### src/hw/rtl/hrc_pkg.sv
// Types, constants and per-byte parsing functions for the HTTP request header checker.
`timescale 1ns / 1ps

package hrc_pkg;

  localparam logic [1:0] PH_START = 2'd0;
  localparam logic [1:0] PH_HDR   = 2'd1;
  localparam logic [1:0] PH_DONE  = 2'd2;

  localparam logic [1:0] STAT_OK      = 2'd0;
  localparam logic [1:0] STAT_BAD     = 2'd1;
  localparam logic [1:0] STAT_NO_METH = 2'd2;
  localparam logic [1:0] STAT_NO_VER  = 2'd3;

  localparam logic [2:0] METH_OTHER = 3'd4;
  localparam logic [1:0] VER_OTHER  = 2'd2;

  localparam logic [3:0] NM_FAIL  = 4'd15;
  localparam logic [3:0] NM_HOST  = 4'd4;
  localparam logic [3:0] NM_TRAIL = 4'd5;

  localparam logic [7:0] CH_CR    = 8'd13;
  localparam logic [7:0] CH_LF    = 8'd10;
  localparam logic [7:0] CH_COLON = 8'h3a;

  localparam logic [3:0] METH_LEN [4] = '{4'd3, 4'd4, 4'd4, 4'd6};
  localparam logic [3:0] VER_LEN = 4'd8;

  typedef struct packed {
    logic       kind;
    logic [7:0] data_byte;
  } hrc_item_t;

  // status in the low bits, so the packed struct is the tdata layout
  typedef struct packed {
    logic [1:0] version;
    logic [2:0] method;
    logic [1:0] status;
  } hrc_result_t;

  typedef struct packed {
    logic [1:0] phase;
    logic       pending_cr;
    logic       line_nonempty;
    logic [2:0] token_count;
    logic       in_token;
    logic [3:0] char_position;
    logic [3:0] method_candidates;
    logic [1:0] version_candidates;
    logic [1:0] segment_count;
    logic       last_was_colon;
    logic [3:0] name_match_progress;
    logic [1:0] status_held;
    logic [2:0] method_held;
    logic [1:0] version_held;
  } hrc_state_t;

  typedef struct packed {
    hrc_state_t  st;
    logic        emit;
    hrc_result_t res;
  } hrc_step_t;

  localparam hrc_state_t ST_RESET = '{
    phase: PH_START, pending_cr: 1'b0, line_nonempty: 1'b0, token_count: 3'd0,
    in_token: 1'b0, char_position: 4'd0, method_candidates: 4'hf,
    version_candidates: 2'h3, segment_count: 2'd0, last_was_colon: 1'b0,
    name_match_progress: 4'd0, status_held: STAT_OK, method_held: METH_OTHER,
    version_held: VER_OTHER};

  function automatic logic is_ws(input logic [7:0] c);
    return (c == 8'd32) || (c == 8'd9) || (c == 8'd10) || (c == 8'd11) ||
           (c == 8'd12) || (c == 8'd13);
  endfunction

  function automatic logic [7:0] method_ch(input logic [1:0] idx, input logic [3:0] pos);
    logic [7:0] ch;
    ch = 8'h00;
    case (idx)
      2'd0: begin
        case (pos)
          4'd0: ch = "G";
          4'd1: ch = "E";
          4'd2: ch = "T";
          default: ch = 8'h00;
        endcase
      end
      2'd1: begin
        case (pos)
          4'd0: ch = "H";
          4'd1: ch = "E";
          4'd2: ch = "A";
          4'd3: ch = "D";
          default: ch = 8'h00;
        endcase
      end
      2'd2: begin
        case (pos)
          4'd0: ch = "P";
          4'd1: ch = "O";
          4'd2: ch = "S";
          4'd3: ch = "T";
          default: ch = 8'h00;
        endcase
      end
      default: begin
        case (pos)
          4'd0: ch = "D";
          4'd1: ch = "E";
          4'd2: ch = "L";
          4'd3: ch = "E";
          4'd4: ch = "T";
          4'd5: ch = "E";
          default: ch = 8'h00;
        endcase
      end
    endcase
    return ch;
  endfunction

  function automatic logic [7:0] version_ch(input logic idx, input logic [3:0] pos);
    logic [7:0] ch;
    case (pos)
      4'd0: ch = "H";
      4'd1: ch = "T";
      4'd2: ch = "T";
      4'd3: ch = "P";
      4'd4: ch = "/";
      4'd5: ch = "1";
      4'd6: ch = ".";
      4'd7: ch = idx ? "1" : "0";
      default: ch = 8'h00;
    endcase
    return ch;
  endfunction

  function automatic logic [7:0] host_ch(input logic [1:0] pos);
    logic [7:0] ch;
    case (pos)
      2'd0: ch = "h";
      2'd1: ch = "o";
      2'd2: ch = "s";
      default: ch = "t";
    endcase
    return ch;
  endfunction

  function automatic hrc_state_t finish_token(input hrc_state_t st);
    hrc_state_t n;
    n = st;
    if (n.token_count == 3'd1) begin
      for (int i = 0; i < 4; i++) begin
        if (METH_LEN[i] != n.char_position) n.method_candidates[i] = 1'b0;
      end
    end else if (n.token_count == 3'd3) begin
      if (n.char_position != VER_LEN) n.version_candidates = 2'b00;
    end
    n.in_token = 1'b0;
    return n;
  endfunction

  function automatic hrc_state_t content_byte(input hrc_state_t st, input logic [7:0] c);
    hrc_state_t n;
    logic [7:0] lc;
    n = st;
    lc = ((c >= 8'd65) && (c <= 8'd90)) ? (c + 8'd32) : c;
    n.line_nonempty = 1'b1;
    if (st.phase == PH_START) begin
      if (is_ws(c)) begin
        if (n.in_token) n = finish_token(n);
      end else begin
        if (!n.in_token) begin
          n.in_token = 1'b1;
          if (n.token_count < 3'd7) n.token_count = n.token_count + 3'd1;
          n.char_position = 4'd0;
        end
        if (n.token_count == 3'd1) begin
          for (int i = 0; i < 4; i++) begin
            if ((n.char_position >= METH_LEN[i]) ||
                (method_ch(2'(i), n.char_position) != c))
              n.method_candidates[i] = 1'b0;
          end
        end else if (n.token_count == 3'd3) begin
          for (int i = 0; i < 2; i++) begin
            if ((n.char_position >= VER_LEN) ||
                (version_ch(1'(i), n.char_position) != c))
              n.version_candidates[i] = 1'b0;
          end
        end
        if (n.char_position < 4'd15) n.char_position = n.char_position + 4'd1;
      end
    end else begin
      if (c == CH_COLON) begin
        if (n.segment_count < 2'd3) n.segment_count = n.segment_count + 2'd1;
        n.last_was_colon = 1'b1;
      end else begin
        n.last_was_colon = 1'b0;
        // only the name before the first colon is matched against host
        if ((n.segment_count == 2'd0) && (n.name_match_progress != NM_FAIL)) begin
          if (is_ws(c)) begin
            if (n.name_match_progress == NM_HOST)
              n.name_match_progress = NM_TRAIL;
            else if ((n.name_match_progress != 4'd0) &&
                     (n.name_match_progress != NM_TRAIL))
              n.name_match_progress = NM_FAIL;
          end else begin
            if ((n.name_match_progress < NM_HOST) &&
                (host_ch(n.name_match_progress[1:0]) == lc))
              n.name_match_progress = n.name_match_progress + 4'd1;
            else
              n.name_match_progress = NM_FAIL;
          end
        end
      end
    end
    return n;
  endfunction

  function automatic hrc_step_t end_line(input hrc_state_t st);
    hrc_step_t r;
    hrc_state_t n;
    logic [2:0] segs;
    logic host;
    n = st;
    r.emit = 1'b0;
    r.res.status = st.status_held;
    r.res.method = st.method_held;
    r.res.version = st.version_held;
    if (!n.line_nonempty) begin
      if (n.phase == PH_HDR) begin
        r.emit = 1'b1;
        n.phase = PH_DONE;
      end
    end else if (n.phase == PH_START) begin
      if (n.in_token) n = finish_token(n);
      if (n.token_count != 3'd3) begin
        n.status_held = STAT_BAD;
        n.method_held = METH_OTHER;
        n.version_held = VER_OTHER;
      end else begin
        n.method_held = METH_OTHER;
        n.version_held = VER_OTHER;
        for (int i = 0; i < 4; i++) begin
          if (n.method_candidates[i]) n.method_held = 3'(i);
        end
        for (int i = 0; i < 2; i++) begin
          if (n.version_candidates[i]) n.version_held = 2'(i);
        end
        if (n.method_held == METH_OTHER) n.status_held = STAT_NO_METH;
        else if (n.version_held == VER_OTHER) n.status_held = STAT_NO_VER;
        else n.status_held = STAT_OK;
      end
      n.phase = PH_HDR;
    end else begin
      segs = {1'b0, n.segment_count} + {2'b00, !n.last_was_colon};
      host = (n.name_match_progress == NM_HOST) || (n.name_match_progress == NM_TRAIL);
      if ((segs < 3'd2) || ((segs > 3'd2) && !host)) n.status_held = STAT_BAD;
    end
    // clear per-line state
    n.line_nonempty = 1'b0;
    n.token_count = 3'd0;
    n.in_token = 1'b0;
    n.char_position = 4'd0;
    n.method_candidates = 4'hf;
    n.version_candidates = 2'h3;
    n.segment_count = 2'd0;
    n.last_was_colon = 1'b0;
    n.name_match_progress = 4'd0;
    r.st = n;
    return r;
  endfunction

  function automatic hrc_step_t parse_step(input hrc_state_t st, input hrc_item_t item);
    hrc_step_t r;
    hrc_state_t s;
    logic [7:0] c;
    c = item.data_byte;
    s = st;
    r.st = st;
    r.emit = 1'b0;
    r.res.status = st.status_held;
    r.res.method = st.method_held;
    r.res.version = st.version_held;
    if (item.kind) begin
      r.st = ST_RESET;
    end else if (st.phase < PH_DONE) begin
      if (s.pending_cr && (c == CH_LF)) begin
        s.pending_cr = 1'b0;
        r = end_line(s);
      end else begin
        // a lone CR becomes content ahead of this byte
        if (s.pending_cr) begin
          s.pending_cr = 1'b0;
          s = content_byte(s, CH_CR);
        end
        if (c == CH_LF) begin
          r = end_line(s);
        end else if (c == CH_CR) begin
          s.pending_cr = 1'b1;
          r.st = s;
        end else begin
          r.st = content_byte(s, c);
        end
      end
    end
    return r;
  endfunction

endpackage

### src/hw/rtl/hrc_out_stage.sv
// Result register: holds one result until the sink takes it.
`timescale 1ns / 1ps

module hrc_out_stage (
  input  logic                 clk,
  input  logic                 rst,
  input  logic                 push,
  input  hrc_pkg::hrc_result_t res,
  output logic                 out_free,
  output logic                 out_valid,
  input  logic                 out_ready,
  output hrc_pkg::hrc_result_t out_res
);

  logic                 valid;
  hrc_pkg::hrc_result_t held;

  assign out_free  = !valid || out_ready;
  assign out_valid = valid;
  assign out_res   = held;

  always_ff @(posedge clk) begin
    if (rst) begin
      valid <= 1'b0;
    end else if (push) begin
      valid <= 1'b1;
    end else if (out_ready) begin
      valid <= 1'b0;
    end
  end

  always_ff @(posedge clk) begin
    if (push) begin
      held <= res;
    end
  end

endmodule

### config.mk
export PLATFORM = sky130hd
export DESIGN_NAME = hrc_out_stage
export DESIGN_NICKNAME = d
export VERILOG_FILES = /design/src/hw/rtl/hrc_pkg.sv /design/src/hw/rtl/hrc_out_stage.sv
export SDC_FILE = /design/constraint.sdc
export NUM_CORES = 1
export LEC_CHECK = 0
export BUFFER_PORTS_ARGS = -buffer_cell sky130_fd_sc_hd__buf_2
export CAP_MARGIN = 20
export CORE_AREA = 2 2 39 41
export CTS_CLUSTER_SIZE = 30
export DETAILED_ROUTE_END_ITERATION = 10
export DIE_AREA = 0 0 41 43
export GPL_TIMING_DRIVEN = 0
export SLEW_MARGIN = 20
export SYNTH_ARGS = -nofsm -noshare
export SYNTH_HDL_FRONTEND = slang
export SYNTH_SLANG_ARGS = --single-unit
### constraint.sdc
create_clock -name clk -period 0.8 [get_ports clk]
set_clock_uncertainty 0.05 [all_clocks]
set_input_delay 0.16 -clock clk [delete_from_list [all_inputs] [get_ports clk]]
set_output_delay 0.16 -clock clk [all_outputs]
set_load 0.02 [all_outputs]
==> flow_metrics.tcl, run 1 <==
set metrics [dict create \
    final_cells 51 \
    ir_drop_mv 0.712 \
    synth_cells 11 \
    tightest_slew_ps 167 \
    gp_congestion 0.639 \
    worstPathMaxFanout 2 \
    cp_slowest_cell "dfxtp_4" \
    synth_nets 22 \
    yosys.area.top_type "edfxtp_1" \
    relSlewSlack_pct 88.9 \
    nFillCells 146 \
    slew_violations 0 \
    vias_per_cell 3.49 \
    violations "setup timing" \
    clk_pin_slew_worst_paths_ps 60 \
    drc 0 \
    clock_sinks 8 \
    cts_tree "done" \
    clock_latency_ps 250 \
    port_buffers 19 \
    cts_max_level 1 \
    synth_commonest_cells "edfxtp_1, a21oi_2, dfxtp_1, inv_1, nand2b_4" \
    ys_async_sr_fraction_pct 0 \
    core-area_mm2 0.00138 \
    hold_class "in2reg" \
    ys_seq_elements 8 \
    vias 178 \
    synth_top_cell_area_share_pct 82.0 \
    syn_area_per_cell_um2 23.3 \
    grt_max_degree 9 \
    place_ws_ps 42.2 \
    grt_overflow 0 \
    layout-drive-gt1-share_pct 71.4 \
    wirelength_um 526 \
    grt_first_pass_wirelength_um 717 \
    crit_path_end_kind "primary output" \
    power.density_mw_per_mm2 2140 \
    path_class "reg2out" \
    die_width_um 41 \
    outcome "complete, but fails checks" \
    die_h_um 43 \
    yosys_warnings 0 \
    cts_made_buffers 3 \
    start_util_pct 18.5 \
    cp_num_buf_inv 1 \
    insertedDiodeCount 0 \
    num_io_pins 20 \
    ys_seq_area_share_pct 89.8 \
    cp.arrival_ps 790 \
    setup_slack_ps -202 \
    synthDistinctLibCells 5 \
    critPathRequiredTime_ps 590 \
    period_share_pct 125 \
    path_cells "nand2b_4, buf_6" \
    max_freq_ghz 0.998 \
    clockRootBuffer "clkbuf_4" \
    maxCapViolations 0 \
    die_area_mm2 0.00176 \
    finalCriticalPeriod_ps 1000 \
    crit_family "flip-flops" \
    cts_max_path_buffers 2 \
    area_delta_synth_final_pct 78.5 \
    rows 14 \
    finalHoldViolCount 0 \
    post_drt_wl_per_cell_um 10.3 \
    antenna_left 0 \
    startpoint_type "register" \
    grt_pass1_vias 191 \
    antenna_found_initial 0 \
    dp.cells 46 \
    yosysMostFrequentCell "edfxtp_1" \
    leakagePower_nw 0.202 \
    nNetsFinal 47 \
    groute.usage.overall_pct 6.90 \
    slowest_delay_ps 360 \
    drt_iter0_drc 2 \
    cts_setup_buffers 0 \
    syn_area_um2 256 \
    setup_viol 9 \
    first_pass_iters 2 \
    yosys-top-cells-area "edfxtp_1, dfxtp_1, nand2b_4" \
    synth_edf_count 7 \
    synth-main-ff-cell "edfxtp_1" \
    rsz0062_at_grt "true" \
]
## cell usage in the layout (no fill, tap or decap)
master,instances
buf_2,11
edfxtp_1,7
buf_6,7
clkbuf_4,3
inv_1,1
nand2b_4,1
a21oi_2,1
clkbuf_1,1
dlygate4sd3_1,1
dfxtp_4,1
buf_4,1
## per-stage QoR
stage / cell area, µm² / total power, W / hold slack, ps / setup TNS (ps) / utilization, %
finish: 458 / 0.000981 / 27.3 / -1640 / 33.1
global route: 458 / 0.00102 / 19.8 / -1920 / 33.1
CTS: 418 / 0.000965 / 21.3 / -1710 / 30.2
detailed placement: 373 / 0.000625 / 263 / 0 / 26.9
global placement: 373 / 0.000626 / 264 / 0 / 26.9
floorplan: 258 / 0.000564 / 165 / 0 / -
## path summary, 6_finish.rpt
path	start	cells after the start	end	slack, ps
max reg2reg	out_valid$_SDFFE_PP0P_	2	out_valid$_SDFFE_PP0P_	150
min	res[2]	1	out_res[2]$_DFFE_PP_	30
max	out_valid$_SDFFE_PP0P_	2	out_free	-200
min reg2reg	out_valid$_SDFFE_PP0P_	2	out_valid$_SDFFE_PP0P_	450
## report_power, final
part           internal [W]  switching, W  leakage (nW)
combinational     0.0000797     0.0000711         0.109
sequential         0.000489     0.0000156        0.0774
clock              0.000191      0.000135        0.0150
## final cells by class
class / count / area [µm²] / share of cell area, %
clock buffer: 4 / 26.3 / 5.74
inverter: 1 / 3.75 / 0.820
multi-input combinational: 2 / 22.5 / 4.92
sequential: 8 / 234 / 51.1
tap: 16 / 20.0 / 4.37
timing repair buffer: 20 / 151 / 33.1
## sequential cells by signal, indices dropped and copies added, names as in the netlist
signal and flops:
out_res 7, out_valid 1
## metal layers
layer	track usage, %	part of all wire, %
met1	8.33	42
met2	6.88	37
met3	4.71	21
met4	8.00	0
met5	0	0
## cell families (layout without fill, tap and decap cells)
group | Yosys count | count (layout) | share of synthesized area, %
compound gates | 1 | 1 | 3.42
simple gates | 1 | 1 | 5.36
flops | 8 | 8 | 89.8
buf+inv | 1 | 25 | 1.46
## repair_timing
action / CTS / global route
pin swaps: 0 / 0
hold endpoints to repair: 1 / 0
gates resized for setup: 3 / 13
hold buffers: 1 / 0
setup endpoints to repair: 9 / 9
Note: power is estimated with default switching activity, not from simulation.
==> run 2, diff against run 1 <==
--- a/config.mk
+++ b/config.mk
@@ -13,4 +13,5 @@
 export DIE_AREA = 0 0 41 43
 export GPL_TIMING_DRIVEN = 0
+export PLACE_DENSITY = 0.46
 export SLEW_MARGIN = 20
 export SYNTH_ARGS = -nofsm -noshare
==> constraint.sdc (replaced) <==
create_clock -name clk -period 0.8 [get_ports clk]
set_clock_uncertainty 0.05 [all_clocks]
set_input_delay 0.08 -clock clk [delete_from_list [all_inputs] [get_ports clk]]
set_output_delay 0.08 -clock clk [all_outputs]
set_load 0.02 [all_outputs]
==> run 2 against run 1 <==
The run still ends with setup timing left; register-to-register slack barely moved; maximum frequency rose by 7.7%; core utilization rose by 4.4 points; sequential power barely moved; design area rose by 13%; die area did not move; routed wire length rose by 13%; first-iteration DRC count fell by 100%; clock-buffer cell count did not move.
==> flow_metrics.tcl, run 2 (synthesis results as in run 1) <==
set metrics [dict create \
    max_freq_ghz 1.07 \
    tightest_slew_ps 184 \
    p_sw_share_pct 22.0 \
    period_share_pct 116 \
    insertedDiodeCount 0 \
    path_cells "buf_6" \
    die_width_um 41 \
    path_class "reg2out" \
    drc 0 \
    p_int_w 0.000774 \
    p_clk_share_pct 32.0 \
    gp_congestion 0.592 \
    relSlewSlack_pct 87.7 \
    violations "setup timing" \
    area_delta_synth_final_pct 102 \
    cp_num_buf_inv 1 \
    combPwrFrac_pct 17.2 \
    first_pass_iters 1 \
    clockRootBuffer "clkbuf_4" \
    startpoint_type "register" \
    grt_pass1_vias 218 \
    cts_max_level 1 \
    clock_sinks 8 \
    grt_first_pass_wirelength_um 938 \
    maxCapViolations 0 \
    crit_path_end_kind "primary output" \
    cts_made_buffers 3 \
    antenna_found_initial 0 \
    core-area_mm2 0.00138 \
    setup_slack_ps -131 \
    wirelength_um 594 \
    die_area_mm2 0.00176 \
    switching_power_w 0.000219 \
    clock_latency_ps 240 \
    cts_max_path_buffers 2 \
    finalHoldViolCount 0 \
    power_frac_seq_pct 50.8 \
    hold_class "in2reg" \
    ir_drop_mv 0.788 \
    num_io_pins 20 \
    hold_slack_ps 59.3 \
    final_area_um2 519 \
    slew_violations 0 \
    mostFrequentLayoutCells "buf_2, dlygate4sd3_1, edfxtp_1, buf_6, clkbuf_4" \
    outcome "complete, but fails checks" \
    worstPathMaxFanout 1 \
    rsz0062_at_grt "true" \
    setup_tns_ps -871 \
    grt_overflow 0 \
    grt_max_degree 9 \
    cp_slowest_cell "edfxtp_1" \
    nNetsFinal 54 \
    port_buffers 19 \
    leakagePower_nw 0.228 \
    dpl-instance-area_um2 373 \
    finalCriticalPeriod_ps 931 \
    post_drt_wl_per_cell_um 10.2 \
    final_common_cell "buf_2" \
    die_h_um 43 \
    rows 14 \
    start_util_pct 18.5 \
    vias_per_cell 3.78 \
    slowest_delay_ps 400 \
    antenna_left 0 \
    cp.arrival_ps 800 \
    setup_viol 9 \
    crit_family "flip-flops" \
    place_ws_ps 131 \
    clk_pin_slew_worst_paths_ps 60 \
    groute.usage.overall_pct 8.84 \
    largest_register_ffs 7 \
    layout-drive-gt1-share_pct 59.5 \
    cts_tree "done" \
    cts_setup_buffers 0 \
    critPathRequiredTime_ps 670 \
    drt_iter0_drc 0 \
    vias 219 \
    power.density_mw_per_mm2 1910 \
    nFillCells 131 \
]
==> run 2: stage by stage <==
stage	total power (W)	instances	util, %
after detailed placement	0.000628	46	26.9
final	0.000993	58	37.5
after CTS	0.000994	58	35.5
after global placement	0.000623	46	26.9
after floorplan	0.000564	11	-
after global routing	0.00105	58	37.5
==> run 2: power groups by stage <==
stage	Sequential (W)	Combinational, W	Clock (W)
6_report	0.000505	0.000171	0.000317
4_1_cts	0.000502	0.000155	0.000337
3_3_place_gp	0.000508	0.000115	0
3_5_place_dp	0.000510	0.000118	0
2_1_floorplan	0.000552	0.0000121	0
5_1_grt	0.000507	0.000184	0.000361
==> run 2: worst paths after layout <==
| path | slack, ps | cells after the start | to | start |
|---|---|---|---|---|
| setup reg to reg | 150 | 2 | out_valid$_SDFFE_PP0P_ | out_valid$_SDFFE_PP0P_ |
| hold / removal | 60 | 3 | out_valid$_SDFFE_PP0P_ | out_ready |
| setup / recovery | -130 | 1 | out_res[5] | out_res[5]$_DFFE_PP_ |
| hold reg to reg | 450 | 2 | out_valid$_SDFFE_PP0P_ | out_valid$_SDFFE_PP0P_ |
==> run 2: final cells by class <==
class	count	area (µm²)	area share [%]
Multi-Input combinational cell	2	22.5	4.34
Timing Repair Buffer	27	213	41.0
Tap cell	16	20.0	3.86
Clock buffer	4	26.3	5.06
Inverter	1	3.75	0.723
Sequential cell	8	234	45.1
==> run 2: routing by layer <==
metal / global-route usage (%) / wire [µm] / part of all wire (%)
met1: 10.0 / 262 / 44
met2: 11.9 / 247 / 42
met3: 3.66 / 74 / 12
met4: 8.00 / 8 / 1.3
met5: 0 / 0 / 0
==> run 2: timing repair <==
action,in CTS,in global routing
setup endpoints to repair,9,9
hold endpoints to repair,8,0
hold buffers,8,0
gates resized for setup,4,9
